[src/sv/pac_pkg.sv]
package pac_pkg;

    localparam int MAX_ATTRACTORS_DEF = 8;

    localparam logic [1:0] STATUS_OK        = 2'd0;
    localparam logic [1:0] STATUS_FULL      = 2'd1;
    localparam logic [1:0] STATUS_ZERO_MASS = 2'd2;

    localparam logic FUNC_ADD   = 1'b0;
    localparam logic FUNC_APPLY = 1'b1;

    localparam logic [1:0] AXIS_X = 2'd0;
    localparam logic [1:0] AXIS_Z = 2'd2;

    typedef struct packed {
        logic       load_in;
        logic       add_att;
        logic       rd_att;
        logic       diff;
        logic       shift;
        logic       sq;
        logic       sq_acc;
        logic       sqrt_start;
        logic       div_u;
        logic       div_a;
        logic       mul;
        logic       acc_add;
        logic       clr_j;
        logic       inc_j;
        logic       set_out;
        logic [1:0] axis;
    } pac_cmd_t;

    typedef struct packed {
        logic func;
        logic mass_zero;
        logic j_valid;
        logic big_zero;
        logic big_wide;
        logic sqrt_busy;
        logic len_zero;
        logic div_busy;
        logic out_free;
    } pac_sts_t;

endpackage

[src/sv/pac_ctrl.sv]
module pac_ctrl
    import pac_pkg::*;
(
    input  logic     aclk,
    input  logic     aresetn,
    input  logic     s_valid,
    output logic     s_ready,
    input  pac_sts_t sts,
    output pac_cmd_t cmd
);

    localparam logic [3:0] S_IDLE     = 4'd0;
    localparam logic [3:0] S_DECODE   = 4'd1;
    localparam logic [3:0] S_ADD      = 4'd2;
    localparam logic [3:0] S_CHECK    = 4'd3;
    localparam logic [3:0] S_RDWAIT   = 4'd4;
    localparam logic [3:0] S_NORM     = 4'd5;
    localparam logic [3:0] S_SQ       = 4'd6;
    localparam logic [3:0] S_SQLAST   = 4'd7;
    localparam logic [3:0] S_SQRT     = 4'd8;
    localparam logic [3:0] S_DIVU     = 4'd9;
    localparam logic [3:0] S_MUL      = 4'd10;
    localparam logic [3:0] S_DIVA     = 4'd11;
    localparam logic [3:0] S_OUT      = 4'd12;
    localparam logic [3:0] S_DIFF     = 4'd13;
    localparam logic [3:0] S_DIVSTART = 4'd14;

    logic [3:0] state_reg, state_next;
    logic [1:0] axis_reg, axis_next;

    always_ff @(posedge aclk) begin
        if (!aresetn) begin
            state_reg <= S_IDLE;
            axis_reg  <= AXIS_X;
        end else begin
            state_reg <= state_next;
            axis_reg  <= axis_next;
        end
    end

    assign s_ready = (state_reg == S_IDLE);

    always_comb begin
        state_next = state_reg;
        axis_next  = axis_reg;
        cmd        = '0;
        cmd.axis   = axis_reg;
        unique case (state_reg)
            S_IDLE: begin
                if (s_valid) begin
                    cmd.load_in = 1'b1;
                    state_next  = S_DECODE;
                end
            end
            S_DECODE: begin
                if (sts.func == FUNC_ADD) begin
                    state_next = S_ADD;
                end else if (sts.mass_zero) begin
                    state_next = S_OUT;
                end else begin
                    cmd.clr_j  = 1'b1;
                    state_next = S_CHECK;
                end
            end
            S_ADD: begin
                cmd.add_att = 1'b1;
                state_next  = S_OUT;
            end
            S_CHECK: begin
                if (sts.j_valid) begin
                    cmd.rd_att = 1'b1;
                    state_next = S_RDWAIT;
                end else begin
                    state_next = S_OUT;
                end
            end
            S_RDWAIT: begin
                state_next = S_DIFF;
            end
            S_DIFF: begin
                cmd.diff   = 1'b1;
                state_next = S_NORM;
            end
            S_NORM: begin
                if (sts.big_zero) begin
                    cmd.inc_j  = 1'b1;
                    state_next = S_CHECK;
                end else if (sts.big_wide) begin
                    cmd.shift = 1'b1;
                end else begin
                    axis_next  = AXIS_X;
                    state_next = S_SQ;
                end
            end
            S_SQ: begin
                cmd.sq     = 1'b1;
                cmd.sq_acc = (axis_reg != AXIS_X);
                if (axis_reg == AXIS_Z) begin
                    state_next = S_SQLAST;
                end else begin
                    axis_next = axis_reg + 2'd1;
                end
            end
            S_SQLAST: begin
                cmd.sq_acc     = 1'b1;
                cmd.sqrt_start = 1'b1;
                state_next     = S_SQRT;
            end
            S_SQRT: begin
                if (!sts.sqrt_busy) begin
                    if (sts.len_zero) begin
                        cmd.inc_j  = 1'b1;
                        state_next = S_CHECK;
                    end else begin
                        axis_next  = AXIS_X;
                        cmd.axis   = AXIS_X;
                        cmd.div_u  = 1'b1;
                        state_next = S_DIVU;
                    end
                end
            end
            S_DIVSTART: begin
                // unit divide for the axis just stepped to
                cmd.div_u  = 1'b1;
                state_next = S_DIVU;
            end
            S_DIVU: begin
                if (!sts.div_busy) begin
                    cmd.mul    = 1'b1;
                    state_next = S_MUL;
                end
            end
            S_MUL: begin
                cmd.div_a  = 1'b1;
                state_next = S_DIVA;
            end
            S_DIVA: begin
                if (!sts.div_busy) begin
                    cmd.acc_add = 1'b1;
                    if (axis_reg == AXIS_Z) begin
                        cmd.inc_j  = 1'b1;
                        state_next = S_CHECK;
                    end else begin
                        axis_next  = axis_reg + 2'd1;
                        state_next = S_DIVSTART;
                    end
                end
            end
            S_OUT: begin
                if (sts.out_free) begin
                    cmd.set_out = 1'b1;
                    state_next  = S_IDLE;
                end
            end
            default: begin
                state_next = S_IDLE;
            end
        endcase
    end

endmodule

[config.mk]
export PLATFORM = sky130hd
export DESIGN_NAME = pac_ctrl
export DESIGN_NICKNAME = d
export VERILOG_FILES = /design/src/sv/pac_pkg.sv /design/src/sv/pac_ctrl.sv
export SDC_FILE = /design/constraint.sdc
export NUM_CORES = 1
export LEC_CHECK = 0
export ABC_AREA = 1
export CORE_MARGIN = 2
export CORE_UTILIZATION = 30
export CTS_BUF_LIST = sky130_fd_sc_hd__clkbuf_4
export DETAILED_ROUTE_END_ITERATION = 16
export DONT_BUFFER_PORTS = 1
export SETUP_SLACK_MARGIN = 0.2
export SLEW_MARGIN = 20
export SYNTH_ARGS = -nofsm -noshare
export SYNTH_HDL_FRONTEND = slang
export SYNTH_SLANG_ARGS = --single-unit
[constraint.sdc]
create_clock -name aclk -period 1.4 [get_ports aclk]
set_clock_uncertainty 0.1 [all_clocks]
set_input_delay 0.07 -clock aclk [delete_from_list [all_inputs] [get_ports aclk]]
set_output_delay 0.07 -clock aclk [all_outputs]
set_load 0.01 [all_outputs]
==> run metrics, run 1 <==
status complete, but fails checks; failing checks setup timing; Syn Area/Cell 5.13 um^2; routability cong. around 0.97; RSZ-0062 raised after global routing true; placed cell count 196; WL met3 roughly 170 um; placed instance area 948 um^2; pin count of the biggest net entering global routing 8; I/O Pins 30; Hold Crit Class in2out; first-pass GRT wire length 4250 um; final instance area roughly 1300 um^2; reg2reg start state_reg[1]; final WL 2790 um; drt pass-1 iters 4; CTS tree yes; Root Buffer clkbuf_4; max reg flops 4; fin cells approximately 210; layout cells sized above 1 0.478; Tmin final between 1.5 and 2 ns; met1 wire length 1150 um; Total Power between 2 and 2.5 mW; most frequent cells in the layout nand2_1 (38), nor2_1 (14), nand2_2 (14), inv_1 (14), buf_4 (14); die width ~56 um; Final Net Count 197; R2R depth 9; ANT nets after route 0; # DRC 0; filler cell count in the final layout between 200 and 250; flops & latches, synth 6; IO Port Bufs 0; Crit. Startpoint state_reg[2]; Rel. slew slack 0.829; total inserted antenna cells 0; Syn Nets 171; Highest Signal Layer met4; DP HPWL ~2000 um; DRT iter0 DRCs 29; Fmax 661 MHz; commonest non-fill, non-tap cell in the layout nand2_1; Clock Latency Late Sink approximately 0.24 ns; Yosys cell types 17; Slew Limit Fails 0; Power per Cell Area roughly 1900 nW/um^2; routed vias/inst between 5 and 6; Worst setup SP type flop; Core Area 2520 um^2; CTS clk-pin slew, worst paths approximately 0.050 ns; H-tree Lvls 1; Worst Hold Slack 0.0607 ns; Starting Density 0.319; Vias around 1100; Max Cap Viol 0; initial antenna violation count 0; Final Util 0.518; Leak 0.646 nW; crit path to cmd[3]; CTS sink cnt 6; flop-to-flop setup slack -0.08 ns; Worst Setup Path Type reg2out; actual slew at the worst max-slew pin 0.255 ns; Max clock buf depth 2; FF+latch area 138 um^2; Ys Warns 0; capture point of the worst reg-to-reg path axis_reg[0]; PnR worst setup slack -0.113 ns; final hold vios 0; # rows 18; Gate Count Post-Synth 157; cts bufs inserted 3; Tcrit/Tclk final 1.08; vias in the first global route 953; GRT Overall Usage 0.166; DIE AREA 3120 um^2; Critical Path RT roughly 1.2 ns; DR WL met2 1450 um; Layout area overhead 62.3%; Peak VDD IR 1210 uV; WL/cell 13.2 um; WP data arrival 1.34 ns; Chip Height 55.8 um; setup violators final 14; CP Capture Type primary output; critical path peak fanout 5; multi-input logic area roughly 790 um^2; register area share after synthesis 0.149; post-synthesis cell area 806 um^2; GRT overflow 0
## synth_stat cells (all sizes together)
cell type	number	area, um^2
inv	27	101
ha	2	25.0
o311ai	1	8.76
nand2	57	231
or2	1	6.26
o21ai	12	60.1
nor2	28	125
dfxtp	6	120
nand3b	1	7.51
nand3	13	75.1
a21oi	7	35.0
nor3	2	10.0
## area by class of cell
cell class | instances | area share
multi-input combinational | 124 | 0.608
timing repair buffer | 21 | 0.146
sequential | 6 | 0.105
inverter | 27 | 0.0890
tap | 30 | 0.0287
clock buffer | 4 | 0.0230
## metrics by stage
stage / worst slack [ns] / setup TNS, ns
finish: -0.113 / -0.943
CTS: -0.107 / -0.596
global placement: 0.0131 / 0
global route: -0.171 / -2.07
detailed placement: -0.00496 / -0.00664
floorplan: 0.161 / 0
## critical path: stages (launching register included)
cell and delay (ns):
dfxtp_4 0.37, inv_4 0.09, nand2_4 0.07, nor2_4 0.10, inv_2 0.06, o311ai_4 0.25, buf_4 0.16
## cell families after synthesis
family | after synthesis | synth area share
DFF | 6 | 0.149
adders and majority gates | 2 | 0.0311
AOI/OAI and AO/OA | 20 | 0.129
and+or+nand+nor | 102 | 0.565
buffers and inverters | 27 | 0.126
## what timing repair did
item / in CTS / in global routing
endpoints found under the hold margin: 6 / 0
hold buffers: 1 / 0
gates resized for setup: 40 / 26
pin swaps: 7 / 10
buffers inserted: 9 / 2
setup endpoints to repair: 24 / 24
cloned: 0 / 0
## how the worst min path moves through the flow
stage	slack [ns]	cells past startpoint	startpoint	endpoint
global placement	0.09	1	sts[1]	cmd[6]
global route	0.06	1	sts[1]	cmd[6]
finish	0.06	1	sts[1]	cmd[6]
detailed placement	0.1	1	sts[1]	cmd[6]
floorplan	0.07	1	sts[1]	cmd[5]
CTS	0.07	1	sts[1]	cmd[6]
## where the power goes
group	internal [mW]	switching [mW]	total [mW]
Clock	0.127	0.0576	0.185
Combinational	0.757	1.12	1.88
Sequential	0.258	0.150	0.407
Total	1.14	1.33	2.47
## metal layers
| layer | global-route usage | up-vias |
|---|---|---|
| met3 | 0.0349 | 2 |
| met1 | 0.211 | 510 |
| li1 | - | 542 |
| met5 | 0 | - |
| met2 | 0.287 | 42 |
| met4 | 0.0408 | 0 |
No activity file was read; power rests on OpenSTA's default activity.
==> run 2: changes to the inputs <==
--- a/config.mk
+++ b/config.mk
@@ -11,6 +11,7 @@
 export CTS_BUF_LIST = sky130_fd_sc_hd__clkbuf_4
 export DETAILED_ROUTE_END_ITERATION = 16
 export DONT_BUFFER_PORTS = 1
+export MAX_ROUTING_LAYER = met4
 export SETUP_SLACK_MARGIN = 0.2
 export SLEW_MARGIN = 20
 export SYNTH_ARGS = -nofsm -noshare
==> run 2 against run 1 <==
Net effect:
- the run still ends with setup timing left
- via count increased by 3.9%
- clock power is essentially flat
- global-route usage grew 1.4 points
- register-to-register slack worse by 0.03 ns
- largest power group unchanged
- worst hold slack better by 0.012 ns
- critical path type unchanged
==> run metrics, run 2 (synthesized netlist as in run 1, its figures left out) <==
status complete, but fails checks; failing checks setup timing; GRT Overall Usage 0.181 (+0.0145); die width 55.8 um (unchanged); Fmax 660 MHz (-0.10%); routability cong. 0.907 (-6.8%); final instance area 1390 um^2 (+6.3%); Chip Height 55.8 um (unchanged); layout cells sized above 1 0.529 (+0.0508); Final Net Count 206 (+4.6%); initial antenna violation count 0 (unchanged); pin count of the biggest net entering global routing 8 (unchanged); most frequent cells in the layout nand2_1 (37), buf_4 (20), inv_1 (15), nand2_2 (13), nor2_1 (12); ANT nets after route 0 (unchanged); Crit. Startpoint state_reg[1]; R2R depth 8 (-1); Clock Latency Late Sink 0.24 ns (about the same); GRT overflow 0 (unchanged); actual slew at the worst max-slew pin 0.359 ns (+0.104 ns); Total Power 2.63 mW (+6.6%); I/O Pins 30 (unchanged); DR WL met2 1530 um (+5.4%); met1 wire length 1270 um (+10%); vias in the first global route 1033 (+8.4%); DP HPWL 2050 um (+3.3%); Max Cap Viol 0 (unchanged); # DRC 0 (unchanged); Max clock buf depth 2 (unchanged); reg2reg start state_reg[1]; Rel. slew slack 0.760 (-0.0695); DIE AREA 3120 um^2 (unchanged); setup_tns -1.06 ns (-0.119 ns); total inserted antenna cells 0 (unchanged); routed vias/inst 5.15 (-0.31%); Tcrit/Tclk final 1.08 (+0.00113); Tmin final 1.51 ns (+0.00158 ns); HP Start sts[1]; cts bufs inserted 3 (unchanged); Peak VDD IR 1550 uV (+29%); Power per Cell Area 1890 nW/um^2 (+0.28%); CP Capture Type primary output; max reg flops 4 (unchanged); Root Buffer clkbuf_4; Vias 1139 (+3.9%); CTS clk-pin slew, worst paths 0.04 ns (about the same); Starting Density 0.319 (unchanged); CTS sink cnt 6 (unchanged); RSZ-0062 raised after global routing true; placed instance area 948 um^2 (unchanged); DRT iter0 DRCs 43 (+48%); IO Port Bufs 0 (unchanged); Hold Crit Class in2out; final hold vios 0 (unchanged); commonest non-fill, non-tap cell in the layout nand2_1; first-pass GRT wire length 4490 um (+5.5%); DP Worst Slack -0.00325 ns (+0.00171 ns); # rows 18 (unchanged); WP data arrival 1.34 ns (about the same); drt pass-1 iters 4 (unchanged); PnR worst setup slack -0.115 ns (-0.00158 ns); Layout area overhead 72.5%; setup violators final 14 (unchanged); Slew Limit Fails 0 (unchanged); critical path peak fanout 6 (+1); CTS tree yes; Worst Setup Path Type reg2out; H-tree Lvls 1 (unchanged); hold path depth 1 (unchanged); Critical Path RT 1.23 ns (about the same); WL/cell 13.8 um (+4.7%); Leak 0.695 nW (+7.7%); Worst setup SP type flop; Core Area 2520 um^2 (unchanged); Highest Signal Layer met4; final WL 3050 um (+9.2%); WL met3 207 um (+21%)
==> run 2: cell count changes in the layout (fill, tap and decap cells not counted), moves of 2 or more <==
| cell | before | now |
|---|---|---|
| nand3_1 | 11 | 8 |
| nand2_8 | 2 | 0 |
| buf_6 | 5 | 9 |
| inv_4 | 4 | 6 |
| nand2_4 | 3 | 7 |
| buf_4 | 14 | 20 |
| inv_2 | 8 | 6 |
| nand3_2 | 2 | 5 |
| nor2_1 | 14 | 12 |
| o21ai_1 | 3 | 1 |
==> run 2: worst max-delay path: stages (launching register included) <==
cell and delay, ns:
dfxtp_4 0.37, buf_4 0.14, nor2_2 0.20, nand2_1 0.15
buf_4 0.16, inv_1 0.08
==> run 2: timing repair <==
| item | 4_1_cts | 5_1_grt |
|---|---|---|
| setup endpoints to repair | 24 | 24 |
| hold endpoints to repair | 6 | 0 |
| gates cloned | 0 | 0 |
| hold buffers | 1 | 0 |
| buffers inserted | 13 | 7 |
| pin swaps | 20 | 6 |
| gates resized for setup | 50 | 24 |
==> run 2: final timing paths <==
path | to | slack, ns
worst min register to register | state_reg[1] | 0.43
worst max register to register | state_reg[0] | -0.11
worst min-delay path | cmd[6] | 0.07
worst max-delay path | cmd[13] | -0.11
==> run 2: layout make-up <==
class,instances,area [um^2]
Fill cell,231,1130
Multi-Input combinational cell,124,808
Timing Repair Buffer,30,262
Sequential cell,6,136
Inverter,27,116
Tap cell,30,37.5
Clock buffer,4,30.0
==> run 2: routing by layer <==
layer  vias to the layer above  track usage
li1                        558            -
met1                       524        0.216
met3                         4       0.0302
met5                         -            -
met2                        53        0.306
met4                         0       0.0646
==> run 2: power by group <==
| part | switching, mW | internal, mW | total (mW) |
|---|---|---|---|
| Combinational | 1.19 | 0.854 | 2.04 |
| Sequential | 0.146 | 0.258 | 0.403 |
| Clock | 0.0586 | 0.127 | 0.186 |
==> run 2: per-stage QoR <==
step                      hold WS [ns]  utilization  instances
final                           0.0730        0.551        221
after global routing            0.0740        0.551        221
after CTS                       0.0739        0.495        214
after detailed placement        0.0935        0.376        196
after global placement          0.0921        0.376        196
after floorplan                 0.0747            -        157
==> run 3: changes to the inputs <==
--- a/config.mk
+++ b/config.mk
@@ -6,12 +6,15 @@
 export NUM_CORES = 1
 export LEC_CHECK = 0
 export ABC_AREA = 1
+export CELL_PAD_IN_SITES_DETAIL_PLACEMENT = 0
+export CELL_PAD_IN_SITES_GLOBAL_PLACEMENT = 2
 export CORE_MARGIN = 2
-export CORE_UTILIZATION = 30
+export CORE_UTILIZATION = 27
 export CTS_BUF_LIST = sky130_fd_sc_hd__clkbuf_4
 export DETAILED_ROUTE_END_ITERATION = 16
 export DONT_BUFFER_PORTS = 1
 export MAX_ROUTING_LAYER = met4
+export PLACE_DENSITY_LB_ADDON = 0.1
 export SETUP_SLACK_MARGIN = 0.2
 export SLEW_MARGIN = 20
 export SYNTH_ARGS = -nofsm -noshare
==> run 3 against run 2 <==
Net effect:
- the run ends with DRC, setup timing left
- worst hold slack worse by 0.013 ns
- wire length increased by 4.1%
- worst setup slack got worse by 0.029 ns
- count of clock-buffer cells in the layout unchanged
- largest cell class unchanged
==> run metrics, run 3 (synthesized netlist as in run 1, its figures left out) <==
status complete, but fails checks; failing checks DRC, setup timing; CP dominant cell by count buf_4; total inserted antenna cells 0 (unchanged); Starting Density 0.287 (-0.0322); Vias 1140 (+0.088%); Peak VDD IR 922 uV (-41%); CP Capture Type primary output; pin count of the biggest net entering global routing 9 (+1); Fmax 648 MHz (-1.9%); Tmin final 1.54 ns (+0.0286 ns); FF+latch area 136 um^2 (unchanged); filler cell count in the final layout 274 (+19%); die width 58.6 um (+5.0%); initial antenna violation count 0 (unchanged); DIE AREA 3440 um^2 (+10%); final hold vios 0 (unchanged); RSZ-0062 raised after global routing true; Worst setup SP type flop; actual slew at the worst max-slew pin 0.277 ns (-0.0817 ns); Core Area 2810 um^2 (+11%); Layout area overhead 86.8%; Tcrit/Tclk final 1.10 (+0.0204); # rows 19 (+1); crit-path cells inv_4, nand2_4, nor2_4, nand2_2, buf_4, o311ai_2, buf_4; placed cell count 200 (+2.0%); Rel. slew slack 0.815 (+0.0549); IO Port Bufs 0 (unchanged); Chip Height 58.6 um (+5.0%); ANT nets after route 0 (unchanged); Max Cap Viol 0 (unchanged); H-tree Lvls 1 (unchanged); final WL 3170 um (+4.1%); Clock Latency Late Sink 0.26 ns (+0.02 ns); routability cong. 0.802 (-12%); WL/cell 14.2 um (+3.1%); GRT Overall Usage 0.188 (+0.00764); Hold Crit Class in2out; # DRC 1 (+1); cts bufs inserted 3 (unchanged); Critical Path RT 1.23 ns (about the same); critical path peak fanout 6 (unchanged); DP HPWL 2320 um (+13%); max reg flops 4 (unchanged); Crit path largest cell delay 0.38 ns (about the same); Leak 0.754 nW (+8.5%); vias in the first global route 1068 (+3.4%); drt pass-1 iters 10 (+6); fin cells 223 (+0.90%); multi-input logic area 898 um^2 (+11%); CTS sink cnt 6 (unchanged); layout cells sized above 1 0.615 (+0.0858); CP max-delay cell dfxtp_4; Final Net Count 207 (+0.49%); CTS tree yes; routed vias/inst 5.11 (-0.81%); CTS clk-pin slew, worst paths 0.06 ns (+0.02 ns); commonest non-fill, non-tap cell in the layout nand2_1; I/O Pins 30 (unchanged); DRT iter0 DRCs 35 (-19%); first-pass GRT wire length 4780 um (+6.6%); WP data arrival 1.37 ns (+0.03 ns); PnR worst setup slack -0.143 ns (-0.0286 ns); Final Util 0.537 (-0.0145); setup violators final 15 (+1); Max clock buf depth 2 (unchanged); most frequent cells in the layout nand2_1 (26), nand2_2 (20), buf_4 (18), nor2_4 (15), buf_6 (12); Root Buffer clkbuf_4; Worst Setup Path Type reg2out; Power per Cell Area 1860 nW/um^2 (-1.6%); Slew Limit Fails 0 (unchanged); GRT overflow 0 (unchanged)
[run 3: changes by cell type in the layout (fill, tap and decap cells not counted), sizes merged]
cell,before,now
buf,29,30
[run 3: layout make-up]
type                    count  area share
well taps                  31      0.0258
multi-input cells         124       0.597
repair buffers             31       0.186
clock buffers               4      0.0200
flip-flops and latches      6      0.0906
inverters                  27      0.0806
[run 3: repair_timing]
action	4_1_cts	5_1_grt
resized for setup	45	64
endpoints found under the hold margin	6	0
setup buffers	13	5
pin swaps	18	29
setup endpoints to repair	24	24
hold buffers	1	0
gates cloned	0	0
[run 3: final timing paths]
kind	start	endpoint	slack, ns	cells after the start
setup / recovery	state_reg[3]	cmd[3]	-0.14	7
hold / removal	sts[1]	cmd[6]	0.06	1
setup reg to reg	state_reg[3]	state_reg[2]	-0.09	12
hold reg to reg	state_reg[1]	state_reg[1]	0.43	2
[run 3: worst max-delay path: cells and delay by family, from the launching register on]
kind                   cells  cell delay (ns)
DFF                        1             0.38
AOI/OAI and AO/OA          1             0.06
buffers and inverters      3             0.39
and+or+nand+nor            3             0.27
[run 3: through the flow]
step / power, mW / hold WS, ns / TNS, ns / cell area, um^2 / setup slack [ns]
floorplan: 1.19 / 0.0747 / 0 / 843 / 0.161
global placement: 1.60 / 0.0920 / -0.157 / 972 / -0.0453
detailed placement: 1.58 / 0.0906 / -0.228 / 972 / -0.0605
CTS: 2.27 / 0.0855 / -1.06 / 1240 / -0.119
global route: 2.99 / 0.0636 / -2.36 / 1510 / -0.199
finish: 2.80 / 0.0603 / -1.34 / 1510 / -0.143
[run 3: report_power, final]
group / switching (mW) / internal [mW] / leakage, nW
clock: 0.0793 / 0.128 / 0.0184
combinational: 1.28 / 0.913 / 0.684
sequential: 0.145 / 0.257 / 0.0522
total: 1.51 / 1.30 / 0.754
[run 3: routing by layer]
| metal | routed length [um] | track usage | vias up |
|---|---|---|---|
| met4 | 64 | 0.0877 | 0 |
| met2 | 1520 | 0.295 | 33 |
| met1 | 1420 | 0.249 | 534 |
| met3 | 164 | 0.0110 | 8 |
| li1 | - | - | 565 |
| met5 | 0 | - | - |
